File: src/rtl/mmcs_pkg.sv
package mmcs_pkg;

   localparam logic [31:0] CrcPoly = 32'hEDB8_8320;
   localparam logic [31:0] AllOnes = 32'hFFFF_FFFF;

   // checksum modes
   localparam logic [1:0] ModeByteSum = 2'd0;
   localparam logic [1:0] ModeWord16  = 2'd1;
   localparam logic [1:0] ModeWord32  = 2'd2;
   localparam logic [1:0] ModeCrc32   = 2'd3;

   // register indexes
   localparam logic [1:0] CsrMode         = 2'd0;
   localparam logic [1:0] CsrLittleEndian = 2'd1;
   localparam logic [1:0] CsrInitialValue = 2'd2;

   localparam logic [1:0]  ResetMode         = ModeCrc32;
   localparam logic        ResetLittleEndian = 1'b0;
   localparam logic [31:0] ResetInitialValue = AllOnes;

   typedef struct packed {
      logic [1:0]  checksum_mode;
      logic        lsb_first;
      logic [31:0] initial_value;
   } cfg_type;

   typedef struct packed {
      logic [31:0] accumulator;
      logic [23:0] partial_word;
      logic [1:0]  byte_position;
   } state_type;

   function automatic logic [31:0] crc_byte(input logic [31:0] crc_in, input logic [7:0] b);
      logic [31:0] c;
      c = crc_in ^ {24'd0, b};
      for (int k = 0; k < 8; k++) begin
         c = (c >> 1) ^ (CrcPoly & {32{c[0]}});
      end
      return c;
   endfunction

endpackage

File: src/rtl/mmcs_update.sv
module mmcs_update (
   input  mmcs_pkg::cfg_type   cfg,
   input  mmcs_pkg::state_type state_cur,
   input  logic [7:0]          data_byte,
   input  logic                last_byte,
   output mmcs_pkg::state_type state_nxt,
   output logic [31:0]         checksum_value
);

   logic [1:0]  pos;
   logic [23:0] pw_upd;
   logic        word_done;
   logic [7:0]  slot [4];
   logic [31:0] word;
   logic [31:0] acc_nxt;
   mmcs_pkg::state_type run_nxt;

   // word modes: slot the byte, close the word when full or on the last beat
   always_comb begin
      pos = (cfg.checksum_mode == mmcs_pkg::ModeWord16) ?
            {1'b0, state_cur.byte_position[0]} : state_cur.byte_position;
      pw_upd = state_cur.partial_word;
      case (pos)
         2'd0: pw_upd[7:0]   = data_byte;
         2'd1: pw_upd[15:8]  = data_byte;
         2'd2: pw_upd[23:16] = data_byte;
         default: pw_upd = state_cur.partial_word;
      endcase
      word_done = last_byte ||
                  ((cfg.checksum_mode == mmcs_pkg::ModeWord16) ? (pos == 2'd1) : (pos == 2'd3));
      for (int k = 0; k < 4; k++) begin
         if (k < 3 && 2'(k) < pos) begin
            slot[k] = pw_upd[8*k +: 8];
         end else if (2'(k) == pos) begin
            slot[k] = data_byte;
         end else begin
            slot[k] = 8'd0;
         end
      end
      if (cfg.checksum_mode == mmcs_pkg::ModeWord16) begin
         word = cfg.lsb_first ? {16'd0, slot[1], slot[0]} : {16'd0, slot[0], slot[1]};
      end else begin
         word = cfg.lsb_first ? {slot[3], slot[2], slot[1], slot[0]} :
                                {slot[0], slot[1], slot[2], slot[3]};
      end
   end

   always_comb begin
      run_nxt.accumulator   = state_cur.accumulator;
      run_nxt.partial_word  = 24'd0;
      run_nxt.byte_position = 2'd0;
      case (cfg.checksum_mode)
         mmcs_pkg::ModeByteSum: begin
            run_nxt.accumulator = state_cur.accumulator + {24'd0, data_byte};
         end
         mmcs_pkg::ModeWord16, mmcs_pkg::ModeWord32: begin
            if (word_done) begin
               run_nxt.accumulator = state_cur.accumulator + word;
            end else begin
               run_nxt.partial_word  = pw_upd;
               run_nxt.byte_position = pos + 2'd1;
            end
         end
         default: begin
            run_nxt.accumulator = mmcs_pkg::crc_byte(state_cur.accumulator, data_byte);
         end
      endcase
      acc_nxt = run_nxt.accumulator;
      checksum_value = (cfg.checksum_mode == mmcs_pkg::ModeCrc32) ? ~acc_nxt : acc_nxt;
      if (last_byte) begin
         state_nxt.accumulator   = cfg.initial_value;
         state_nxt.partial_word  = 24'd0;
         state_nxt.byte_position = 2'd0;
      end else begin
         state_nxt = run_nxt;
      end
   end

endmodule

File: src/rtl/multi_mode_checksum_engine.sv
// multi_mode_checksum_engine
// byte stream checksum: byte sum, 16-bit or 32-bit word sum, or reflected crc-32
// req channel: one byte per beat (req_data_byte, req_last_byte), valid/stall
// rsp channel: one 32-bit checksum per run, given for the beat marked last
// csr channel: valid/ready write of mode, word endianness and initial value;
//   csr_ready is always high; writing the initial value restarts the run;
//   csr_index 3 is ignored
// throughput: one byte per cycle while req_stall is low, the crc and sum update is a single
//   combinational pass from the accumulator register back to itself
// the checksum for the last byte is registered in the rsp output register, or in the skid while that one is held
// a short partial word at the end of a run is zero padded before it is added
// output register plus a one-entry skid: bytes keep flowing while a result
//   waits; req_stall is high while the skid holds a result, which happens
//   only when a second result arrives while rsp is stalled
// reset (synchronous): crc-32 mode, big endian, initial value all ones,
//   run restarted, no result pending
module multi_mode_checksum_engine (
   input  logic        clock,
   input  logic        reset,
   input  logic        req_valid,
   output logic        req_stall,
   input  logic [7:0]  req_data_byte,
   input  logic        req_last_byte,
   output logic        rsp_valid,
   input  logic        rsp_stall,
   output logic [31:0] rsp_checksum_value,
   input  logic        csr_valid,
   output logic        csr_ready,
   input  logic [1:0]  csr_index,
   input  logic [31:0] csr_data
);

   mmcs_pkg::cfg_type   cfg_ff, cfg_in;
   mmcs_pkg::state_type state_ff, state_in, state_upd;
   logic [31:0] result;
   logic        req_accept;
   logic        csr_write;
   logic        res_valid;
   logic        out_free;
   logic        rsp_valid_ff, rsp_valid_in;
   logic [31:0] rsp_value_ff, rsp_value_in;
   logic        skid_valid_ff, skid_valid_in;
   logic [31:0] skid_value_ff, skid_value_in;

   assign csr_ready  = 1'b1;
   assign csr_write  = csr_valid && csr_ready;
   assign req_stall  = skid_valid_ff;
   assign req_accept = req_valid && !req_stall;
   assign res_valid  = req_accept && req_last_byte;
   assign out_free   = !rsp_valid_ff || !rsp_stall;

   mmcs_update u_update (
      .cfg            (cfg_ff),
      .state_cur      (state_ff),
      .data_byte      (req_data_byte),
      .last_byte      (req_last_byte),
      .state_nxt      (state_upd),
      .checksum_value (result)
   );

   always_comb begin
      cfg_in   = cfg_ff;
      state_in = state_ff;
      if (req_accept) begin
         state_in = state_upd;
      end
      if (csr_write) begin
         case (csr_index)
            mmcs_pkg::CsrMode:         cfg_in.checksum_mode = csr_data[1:0];
            mmcs_pkg::CsrLittleEndian: cfg_in.lsb_first     = csr_data[0];
            mmcs_pkg::CsrInitialValue: begin
               cfg_in.initial_value    = csr_data;
               state_in.accumulator    = csr_data;
               state_in.partial_word   = 24'd0;
               state_in.byte_position  = 2'd0;
            end
            default: cfg_in = cfg_ff;
         endcase
      end
   end

   // output register with one-entry skid behind it
   always_comb begin
      rsp_valid_in  = rsp_valid_ff;
      rsp_value_in  = rsp_value_ff;
      skid_valid_in = skid_valid_ff;
      skid_value_in = skid_value_ff;
      if (out_free) begin
         if (skid_valid_ff) begin
            rsp_valid_in  = 1'b1;
            rsp_value_in  = skid_value_ff;
            skid_valid_in = res_valid;
            skid_value_in = result;
         end else begin
            rsp_valid_in = res_valid;
            rsp_value_in = result;
         end
      end else if (res_valid) begin
         skid_valid_in = 1'b1;
         skid_value_in = result;
      end
   end

   always_ff @(posedge clock) begin
      if (reset) begin
         cfg_ff.checksum_mode   <= mmcs_pkg::ResetMode;
         cfg_ff.lsb_first       <= mmcs_pkg::ResetLittleEndian;
         cfg_ff.initial_value   <= mmcs_pkg::ResetInitialValue;
         state_ff.accumulator   <= mmcs_pkg::ResetInitialValue;
         state_ff.partial_word  <= 24'd0;
         state_ff.byte_position <= 2'd0;
         rsp_valid_ff           <= 1'b0;
         skid_valid_ff          <= 1'b0;
      end else begin
         cfg_ff        <= cfg_in;
         state_ff      <= state_in;
         rsp_valid_ff  <= rsp_valid_in;
         skid_valid_ff <= skid_valid_in;
      end
   end

   always_ff @(posedge clock) begin
      rsp_value_ff  <= rsp_value_in;
      skid_value_ff <= skid_value_in;
   end

   assign rsp_valid          = rsp_valid_ff;
   assign rsp_checksum_value = rsp_value_ff;

`ifndef SYNTHESIS
   a_skid_behind_output: assert property (@(posedge clock) disable iff (reset)
      skid_valid_ff |-> rsp_valid_ff)
      else $error("skid holds a result while the output register is empty");

   a_last_gives_result: assert property (@(posedge clock) disable iff (reset)
      res_valid |=> rsp_valid_ff)
      else $error("last byte taken but no result pending");

   a_word16_position: assert property (@(posedge clock) disable iff (reset)
      req_accept && cfg_ff.checksum_mode == mmcs_pkg::ModeWord16
      |=> state_ff.byte_position == 2'd0 || state_ff.byte_position == 2'd1)
      else $error("16-bit word mode left byte position beyond one");
`endif

endmodule

File: config.mk
export PLATFORM = sky130hd
export DESIGN_NAME = multi_mode_checksum_engine
export DESIGN_NICKNAME = d
export VERILOG_FILES = /design/src/rtl/mmcs_pkg.sv /design/src/rtl/mmcs_update.sv /design/src/rtl/multi_mode_checksum_engine.sv
export SDC_FILE = /design/constraint.sdc
export NUM_CORES = 1
export LEC_CHECK = 0
export BUFFER_PORTS_ARGS = -buffer_cell sky130_fd_sc_hd__buf_2
export CORE_AREA = 2 2 204 206
export CTS_BUF_LIST = sky130_fd_sc_hd__clkbuf_8
export CTS_CLUSTER_SIZE = 16
export DETAILED_ROUTE_END_ITERATION = 8
export DIE_AREA = 0 0 206 208
export GPL_TIMING_DRIVEN = 0
export SLEW_MARGIN = 0
export SYNTH_ARGS = -nofsm -noshare
export SYNTH_HDL_FRONTEND = slang
export SYNTH_SLANG_ARGS = --single-unit
File: constraint.sdc
create_clock -name clock -period 11.55 [get_ports clock]
set_input_delay 1.155 -clock clock [delete_from_list [all_inputs] [get_ports clock]]
set_output_delay 1.155 -clock clock [all_outputs]
set_load 0.01 [all_outputs]
# [After elaboration in Yosys (flattened, before gate mapping)]
# Index checks and enable logic that the tools add are counted.
[classes] add_sub_neg=3 n_lt_le_gt_ge=3 eq_ne=12 n_mux=32 bitwise_logic=10 n_reduce_logical=16
[op_table] operator="$mux 32" n=8
[op_table] operator="$xor 31x32->32" n=8
[op_table] operator="$mux 58" n=4
[op_table] operator="$mux 8" n=10
[op_table] operator="$pmux 32 s2" n=1
[op_table] operator="$mux 26" n=2
[op_table] operator="$add 32x32->32" n=1
[op_table] operator="$add 32x8->32" n=1
[op_table] operator="$not 32->32" n=1
[op_table] operator="$xor 32x8->32" n=1
[op_table] operator="$mux 16" n=1
[op_table] operator="$eq 2x2->1 const B" n=5
[op_table] operator="$reduce_and 2->1" n=4
[op_table] operator="$eq 2x1->1 const B" n=3
[op_table] operator="$logic_not 2->1" n=3
[op_table] operator="$mux 1" n=5
[op_table] operator="$eq 2x2->1 const A" n=2
[op_table] operator="$lt 1x2->1 const A" n=2
[op_table] operator="$logic_not 1->1" n=3
[op_table] operator="$add 2x1->2 const B" n=1
[op_table] operator="$eq 1x2->1 const A" n=1
[op_table] operator="$logic_and 1x1->1" n=2
[op_table] operator="$logic_or 1x1->1" n=2
[op_table] operator="$lt 2x2->1 const A" n=1
[op_table] operator="other kinds (4)" n=4
[totals] ff_bits=159 inputBits=48 out_inout_bits=35 elab_cells=86

# [Longest topological paths before layout]
# Gate-level depths: netlist (run 1).
[logic_depth] ltp_word=14 ltp_mapped=19 depth_no_buf=16

# [Cells and area by module]
# Synthesis (run 1) repeated with hierarchy kept, for this count alone.
[unflattened] cells_unflattened=1615 hier_area_um2=12577.1
[by_module_without_submodules] module="mmcs_update" instances=1 cells_per_inst=1057 area_per_inst_um2=6562.5 seq_area_each_um2=0.0
[by_module_without_submodules] module="multi_mode_checksum_engine" instances=1 cells_per_inst=558 area_per_inst_um2=6014.5 seq_area_each_um2=3823.7

# [Least setup slack after synthesis (run 1)]
# Ideal clock, no wire load.
[synth_timing] path_kind="input to register" start="input port rsp_stall" end="register skid_value_ff[0], enable pin" setup_time_ps=470 t_arrival_ps=4472 required_time_ps=11080 path_slack_ps=6608 cell_stages=2 path_buffers=0 path_cell_list="nand2_1 -> o31ai_1"
[synth_via] elab_chain_cells=4 word_cells_on_any_way=5 classes_between="eq/ne: 1; reduce/logical: 4"
[synth_lines] element="start, declared" line="multi_mode_checksum_engine.sv:25" text="input logic rsp_stall,"
[synth_lines] element="$logic_not 1->1 (*)" line="multi_mode_checksum_engine.sv:50" text="assign out_free = !rsp_valid_ff || !rsp_stall;"
[synth_lines] element="$logic_or 1x1->1 (*)" line="multi_mode_checksum_engine.sv:50"
[synth_lines] element="$ne 2x1->1 (no source line) / $reduce_bool 2->1 (equally long branches)"
[synth_lines] element="$reduce_and 2->1 (no source line) (*)"
[synth_lines] element="end signal, assigned" line="multi_mode_checksum_engine.sv:124" text="skid_value_ff <= skid_value_in;"
[synth_lines] element="end, declared" line="multi_mode_checksum_engine.sv:43" text="logic [31:0] skid_value_ff, skid_value_in;"
# Mark *: on every way between the ends. The rest lies on a longest branch, timed or not.
# A chain may end at the register's enable or synchronous reset.

# [Final worst setup path (run 1)]
[layout_timing] start="register cfg_ff[34] (netlist name)" end="register state_ff[46] (netlist name)"
[layout_via] elab_chain_cells=14 word_cells_on_any_way=37 classes_between="add/sub: 1; order compare: 3; eq/ne: 8; mux: 21; reduce/logical: 4"
[layout_lines] element="start, declared" line="multi_mode_checksum_engine.sv:33" text="mmcs_pkg::cfg_type cfg_ff, cfg_in;"
[layout_lines] element="start signal, assigned" line="multi_mode_checksum_engine.sv:115" text="cfg_ff <= cfg_in;"
[layout_lines] element="$eq 2x1->1"
[layout_lines] element="$mux 2" line="mmcs_update.sv:20" text="pos = (cfg.checksum_mode == mmcs_pkg::ModeWord16) ?"
[layout_lines] element="$eq 1x2->1, or another cell as far along" line="mmcs_update.sv:23, mmcs_update.sv:30, mmcs_update.sv:34"
[layout_lines] element="$mux 8 (on tied branches)" line="mmcs_update.sv:34, mmcs_update.sv:23"
[layout_lines] element="$mux 8" line="mmcs_update.sv:32" text="if (k < 3 && 2'(k) < pos) begin"
[layout_lines] element="$mux 16 / $mux 32 (equally long branches)" line="mmcs_update.sv:41, mmcs_update.sv:43"
[layout_lines] element="$mux 32" line="mmcs_update.sv:40" text="if (cfg.checksum_mode == mmcs_pkg::ModeWord16) begin"
[layout_lines] element="$add 32x32->32" line="mmcs_update.sv:58" text="run_nxt.accumulator = state_cur.accumulator + word;"
[layout_lines] element="$mux 32" line="mmcs_update.sv:57" text="if (word_done) begin"
[layout_lines] element="$pmux 32 s2 (*)" line="mmcs_update.sv:52" text="case (cfg.checksum_mode)"
[layout_lines] element="$mux 58 (*)" line="mmcs_update.sv:70" text="if (last_byte) begin"
[layout_lines] element="$mux 58 (*)" line="multi_mode_checksum_engine.sv:64" text="if (req_accept) begin"
[layout_lines] element="$mux 58" line="multi_mode_checksum_engine.sv:68" text="case (csr_index)"
[layout_lines] element="$mux 58 (*)" line="multi_mode_checksum_engine.sv:67" text="if (csr_write) begin"
[layout_lines] element="end signal, assigned" line="multi_mode_checksum_engine.sv:116" text="state_ff <= state_in;"
[layout_lines] element="end, declared" line="multi_mode_checksum_engine.sv:34" text="mmcs_pkg::state_type state_ff, state_in, state_upd;"
# Marks and branches as above.

==> flow_summary.yaml, run 1 <==
run_status:
  status: "finished with violations"
  violations: "DRC"
finish:
  antenna_cells: 0
  multi_input_area_um2: 7580
  fin_area_um2: 13500
  drive_above_1_share_pct: 11.8
  nets: 1690
  seqCellArea_um2: 3820
  syn2layout_area_growth_pct: 12.5
  n_fill_cell: 4325
timing:
  worst_clock_skew_ns: 0.0345
  setup_viol: 0
  max_freq_ghz: 0.165
  slew_headroom_pct: 25.1
  fin_crit_ns: 6.05
  worstMarginPinSlew_ns: 1.12
  slew_violations: 0
  setup_tns_ns: 0
  hold_violations: 0
  rsz0062_at_grt: "false"
  period_share_pct: 52.3
detailed_routing:
  drc: 1
  wl_per_cell_um: 22.9
  viasPerCell: 5.79
  ant_nets: 0
  drt_wl_total_um: 49000
  vias: 12343
  first_iter_violations: 1455
  dr.pass1.iters: 7
die:
  io-pin-count: 83
  std_cell_rows: 74
  die_h_um: 208
  dieArea_um2: 42800
  start_util_pct: 29.6
  die_width_um: 206
  core_um2: 40600
worst_setup_path:
  crit_family: "compound AO/OA/AOI/OAI gates"
  end_kind: "register"
  required_ns: 11.89
  cp_max_fo: 10
  worstSetupPathType: "reg2reg"
  arrival_ns: 6.38
  cp_num_buf_inv: 3
  crit_path_start_kind: "register"
  slowest_stage: "a2111oi_0"
  max_stage_delay_ns: 0.81
  crit_chain: "inv_1 -> ha_1 -> buf_1 -> nand2b_1 -> clkbuf_1 -> a21oi_1 -> a21oi_1 -> a22o_1 -> ha_1 -> fa_1 -> nand3_1 -> a211oi_4 -> o21ai_2 -> a2111oi_4 -> nor2_1 -> xnor2_1 -> a2111oi_0 -> o31ai_1"
clock_network:
  cts.reportedPaths.clkPinSlew_ns: 0.11
  cts_buffers: 17
  cts_root_buf: "clkbuf_8"
  cts_resized: 0
  clock-sinks: 159
  cts_tree: "done"
  htreeDepth: 4
  cts-hold-fix-buffers: 0
  clockBufferDepth: 2
  post_cts_buffers: 0
  insertion_delay_ns: 0.51
power_and_ir_drop:
  power-per-cell-area_nw_per_um2: 158
  max-vdd-ir-drop_mv: 0.0655
  leakagePower_nw: 5.17
synth:
  yosysTopAreaCellShare_pct: 16.0
  synth_area_um2: 12000
  syn_inst: 1488
  yosys.cell_count.top_type: "nor2_1"
  ys_async_sr_fraction_pct: 0
  yosys-top-cells-count: "162 x nor2_1, 160 x a21oi_1, 155 x nand2_1"
  synth_edf_count: 64
  synthTopCellsByArea: "edfxtp_1 16%, dfxtp_1 16%, a21oi_1 6.7%, ha_1 5.4%, nor2_1 5.1%"
  synth_warnings: 0
  synthFlopType: "dfxtp_1"
  synth-seq-cells: 159
  postSynthAreaPerCell_um2: 8.07
  seq_area_frac_synth_pct: 31.8
  syn_nets: 1590
  synth_cell_type_count: 85
  yosys.area.top_type: "edfxtp_1"
run:
  max-cap-violations: 0
global_routing:
  grt_overflow: 0
  antenna_found_initial: 0
  grt_first_pass_wirelength_um: 72900
  grt_max_degree: 37
  grt_pass1_vias: 11574
  grt_usage_pct: 22.6
place:
  hpwl_um: 38300
  buffer_ports.inserted: 80
  dpl-instance-area_um2: 13100
  routabilityCongestion: 0.986
min_path:
  hold_class: "reg2reg"
kinds of logic (layout without fill, tap and decap cells):
family / Yosys count / count (layout) / synth area share (%)
AOI/OAI and AO/OA: 521 / 521 / 29.1
and+or+nand+nor: 461 / 461 / 17.2
DFF: 159 / 159 / 31.8
buffers and inverters: 152 / 265 / 5.18
xor gates and xnor gates: 93 / 93 / 6.78
adders and majority gates: 54 / 54 / 5.75
muxes: 47 / 47 / 4.16
other: 1 / 1 / 0.0312
layout make-up:
cell class	instances	share of cell area [%]
tap	532	4.92
buffer	124	3.82
clock buffer	17	1.73
sequential	159	28.3
multi-input combinational	1177	56.1
inverter	28	0.778
clock inverter	15	1.19
timing repair buffer	81	3.17
worst register-to-register path: stages, from the launching register on:
cell and delay [ns]:
dfxtp_1 0.33, inv_1 0.09, ha_1 0.31, buf_1 0.50, nand2b_1 0.18, clkbuf_1 0.42, a21oi_1 0.33, a21oi_1 0.52
a22o_1 0.27, ha_1 0.22, fa_1 0.24, nand3_1 0.16, a211oi_4 0.39, o21ai_2 0.13, a2111oi_4 0.49, nor2_1 0.13
xnor2_1 0.24, a2111oi_0 0.82, o31ai_1 0.15
per-layer routing:
layer  global-route usage, %  vias to the layer above  share of wire [%]
met5                       0                        -                  0
met1                    30.6                     5890                 43
met4                    9.95                        0                4.7
met2                    34.5                      658                 44
met3                    4.48                      132                8.6
li1                        -                     5663                  -
sequential cells by signal (all words and copies together) (netlist names):
signal	cells
cfg_ff	35
req_stall	1
rsp_checksum_value	32
rsp_valid	1
skid_value_ff	32
state_ff	58
power breakdown:
group | internal (W) | switching, W
clock network | 0.000163 | 0.000269
registers | 0.000697 | 0.0000490
logic | 0.000355 | 0.000597
total | 0.00121 | 0.000915
placed cells by master (no fill, tap or decap), drive strengths merged, types with 6 or more instances in the layout:
cell type and count:
a41oi 6, mux2i 24, a21o 8, a22oi 36, xnor2 69, ha 52
a221o 10, a21oi 161, xor2 24, dfxtp 95, a21boi 12, o31ai 17
inv 36, clkbuf 107, a211oi 22, and3 8, nand4 12, edfxtp 64
a22o 18, and4 6, o22ai 8, and2 11, nand3 44, nor3 25
buf 115, o21bai 11, a31oi 27, nand2 155, a41o 6, nor2 162
a211o 12, o211ai 14, or3 6, mux2 23, a221oi 9, o21a 14
o21ai 97, nand2b 8
final timing paths:
kind	cells after the start	slack, ns	end	start
hold / removal	2	0.45	cfg_ff[30]	cfg_ff[30]
setup reg to reg	18	5.50	state_ff[46]	cfg_ff[34]
setup / recovery	18	5.50	state_ff[46]	cfg_ff[34]
hold reg to reg	2	0.45	cfg_ff[30]	cfg_ff[30]
stage by stage:
stage	hold WS (ns)	setup slack, ns	util [%]	total power, W	std cells
3_5_place_dp	0.433	5.59	32.4	0.00169	2101
5_1_grt	0.469	5.05	33.3	0.00224	2133
6_report	0.448	5.50	33.3	0.00213	2133
3_3_place_gp	0.431	4.88	32.2	0.00168	2100
2_1_floorplan	0.416	6.61	-	0.00138	1488
4_1_cts	0.450	5.53	33.3	0.00212	2133
Power figures use the tool's default switching activity.
==> run 2: changes to the inputs <==
ABC_AREA = 1   (was not set)
CORE_AREA = 2 2 210 212   (was 2 2 204 206)
DIE_AREA = 0 0 212 214   (was 0 0 206 208)
clock period = 5.6 ns   (was 11.55 ns; I/O delays follow)
==> run 2 against run 1 <==
- the run now ends clean
- routed wire length rose by 6.8%
- synthesized cell count rose by 34%
- setup slack got worse by 4.7 ns
- first-iteration DRC count rose by 0.34%
- flip-flop and latch count did not move
- critical path depth rose by 4
- area after synthesis rose by 6.9%
- die area rose by 5.9%
- combinational power rose to 2.7 times the previous value
- design area rose by 6.6%
- non-clock buffer count fell by 36
- critical path type unchanged
==> flow_summary.yaml, run 2 <==
synth:
  syn_inst: 1991
  seq_area_frac_synth_pct: 29.8
  ys_async_sr_fraction_pct: 0
  yosysTopAreaCellShare_pct: 19.4
  postSynthAreaPerCell_um2: 6.45
  synth-seq-cells: 159
  syn_nets: 2093
  synthFlopType: "dfxtp_1"
  yosys.cell_count.top_type: "nand2_1"
  yosys.area.top_type: "nand2_1"
  yosys-top-cells-count: "664 x nand2_1, 228 x inv_1, 161 x o21ai_0"
  synth_warnings: 0
  synth_edf_count: 64
  synth_area_um2: 12800
  synthTopCellsByArea: "nand2_1 19%, edfxtp_1 15%, dfxtp_1 15%, inv_1 6.7%, o21ai_0 6.3%"
  synth_cell_type_count: 63
timing:
  setup_viol: 0
  hold_violations: 0
  worstMarginPinSlew_ns: 0.941
  worst_clock_skew_ns: 0.0322
  slew_violations: 0
  period_share_pct: 85.5
  max_freq_ghz: 0.209
  fin_crit_ns: 4.79
  slew_headroom_pct: 37.3
  rsz0062_at_grt: "false"
detailed_routing:
  vias: 13491
  dr.pass1.iters: 8
  ant_nets: 0
  wl_per_cell_um: 19.4
  drt_wl_total_um: 52300
  viasPerCell: 5.02
  first_iter_violations: 1460
  drc: 0
run:
  max-cap-violations: 0
power_and_ir_drop:
  combPwrFrac_pct: 51.0
  fin_total_pwr_w: 0.00501
  p_switching_w: 0.00241
  leakagePower_nw: 6.99
  seq_power_share_pct: 31.6
  p_int_w: 0.00260
  power-per-cell-area_nw_per_um2: 347
  max-vdd-ir-drop_mv: 0.200
  switching_share_pct: 48.1
  clkPwrFrac_pct: 17.4
worst_setup_path:
  arrival_ns: 5.07
  slowest_stage: "a21oi_1"
  end_kind: "register"
  reg2reg_depth: 22
  crit_path_start_kind: "register"
  r2r_slack_ns: 0.81
  worstSetupPathType: "reg2reg"
  cp_max_fo: 10
  rr_endpoint: "rsp_checksum_value[10]"
  max_stage_delay_ns: 0.50
  required_ns: 5.88
  path_common_cell: "nand2_1"
  r2r-start: "cfg_ff[34]"
  crit_chain: "inv_1 -> ha_1 -> buf_6 -> inv_6 -> a21oi_1 -> clkbuf_2 -> nand2_1 -> o21ai_0 -> o21ai_0 -> o22ai_1 -> ha_1 -> nand2_1 -> nand2_1 -> a21oi_1 -> nand3_1 -> or2_2 -> nand3_1 -> o211ai_1 -> nand2_1 -> o21ai_0 -> nand2_1 -> nand2_1"
global_routing:
  grt_pass1_vias: 12382
  antenna_found_initial: 1
  grt_use_met2_pct: 34.3
  use_met3_pct: 3.87
  grt_util_met1_pct: 32.3
  grt_busiest_layer: "met2"
  grt_usage_pct: 23.0
  grt_first_pass_wirelength_um: 77000
  grt_overflow: 0
  grt_max_degree: 37
clock_network:
  cts.reportedPaths.clkPinSlew_ns: 0.10
  cts_tree: "done"
  clock-sinks: 159
  cts_buffers: 17
  post_cts_buffers: 0
  insertion_delay_ns: 0.54
  cts_resized: 0
  cts-hold-fix-buffers: 0
  htreeDepth: 4
  cts_root_buf: "clkbuf_8"
  clockBufferDepth: 2
run_status:
  status: "finished, final reports clean"
min_path:
  whs_endpoint: "cfg_ff[34]"
  worstHoldStart: "csr_data[1]"
  whs_path_depth: 3
  hold_class: "in2reg"
finish:
  n_fill_cell: 4820
  top_regs: "state_ff: 58 flops, cfg_ff: 35 flops"
  multi_input_area_um2: 7630
  largest_register: "state_ff"
  final_cell_mix: "663 x nand2_1, 228 x inv_1, 160 x o21ai_0, 147 x nor2_1, 116 x nand3_1"
  antenna_cells: 0
  final_common_cell: "nand2_1"
  syn2layout_area_growth_pct: 12.3
  seqCellArea_um2: 3820
  nets: 2193
  final_cells: 2689
  drive_above_1_share_pct: 10.6
  largest_register_ffs: 58
die:
  core_um2: 42900
  die_h_um: 214
  die_width_um: 212
  std_cell_rows: 76
  start_util_pct: 29.9
  dieArea_um2: 45400
  io-pin-count: 83
place:
  routabilityCongestion: 0.998
  buffer_ports.inserted: 80
  dp.cells: 2657
  hpwl_um: 43200
==> run 2: worst max-delay path, delay by kind of cell (launching register included) <==
family,cells,cell delay (ns)
compound gates,7,1.69
fa+ha+maj,2,0.51
buf+inv,4,0.66
flops,1,0.32
simple gates,9,1.35
==> run 2: kinds of logic (layout without fill, tap and decap cells) <==
logic type | count (synthesis) | after routing | synth area share, %
AO/OA/AOI/OAI | 357 | 357 | 15.8
XOR/XNOR | 54 | 54 | 4.39
buffers and inverters | 338 | 451 | 10.9
flip-flops | 159 | 159 | 29.8
other | 1 | 1 | 0.0292
adder cells (fa/ha/maj) | 54 | 54 | 5.38
AND/OR/NAND/NOR | 1028 | 1028 | 33.7
==> run 2: per-stage QoR <==
step	setup slack, ns	area (um2)	TNS, ns	utilization (%)	hold WS, ns
after detailed placement	0.881	14000	0	32.7	0.458
after floorplan	1.42	12800	0	-	0.427
after global placement	-0.128	14000	-4.05	32.6	0.456
final	0.810	14400	0	33.6	0.268
after global routing	0.431	14400	0	33.6	0.279
after CTS	0.865	14400	0	33.6	0.244
==> run 2: layout make-up <==
| type | instances | share of cell area [%] |
|---|---|---|
| clock buffer | 17 | 1.62 |
| clock inverter | 15 | 1.17 |
| multi-input combinational | 1494 | 53.0 |
| timing repair buffer | 81 | 2.97 |
| sequential | 159 | 26.5 |
| buffer | 88 | 3.11 |
| tap | 585 | 5.08 |
| inverter | 250 | 6.56 |
==> run 2: worst max-delay path by stage <==
stage / start / endpoint / slack (ns) / cells after the start
floorplan: rsp_stall / skid_value_ff[0] / 1.42 / 2
global placement: req_last_byte / skid_value_ff[16] / -0.13 / 5
detailed placement: cfg_ff[34] / rsp_checksum_value[10] / 0.88 / 22
CTS: cfg_ff[34] / rsp_checksum_value[10] / 0.87 / 22
global route: cfg_ff[34] / rsp_checksum_value[10] / 0.43 / 22
finish: cfg_ff[34] / rsp_checksum_value[10] / 0.81 / 22
==> run 2: power by group through the flow <==
| stage | Combinational, W | Sequential (W) | Clock, W |
|---|---|---|---|
| 6_report | 0.00255 | 0.00158 | 0.000873 |
| 5_1_grt | 0.00282 | 0.00159 | 0.000932 |
| 4_1_cts | 0.00250 | 0.00158 | 0.000893 |
| 3_5_place_dp | 0.00249 | 0.00161 | 0 |
| 3_3_place_gp | 0.00247 | 0.00161 | 0 |
| 2_1_floorplan | 0.00161 | 0.00161 | 0 |
==> run 2: routing by layer <==
| metal | part of all wire [%] | wire length, um | vias up |
|---|---|---|---|
| met1 | 47 | 24600 | 6282 |
| met5 | 0 | 0 | - |
| met2 | 42 | 22000 | 486 |
| met3 | 6.3 | 3310 | 79 |
| met4 | 4.6 | 2420 | 0 |
| li1 | - | - | 6644 |
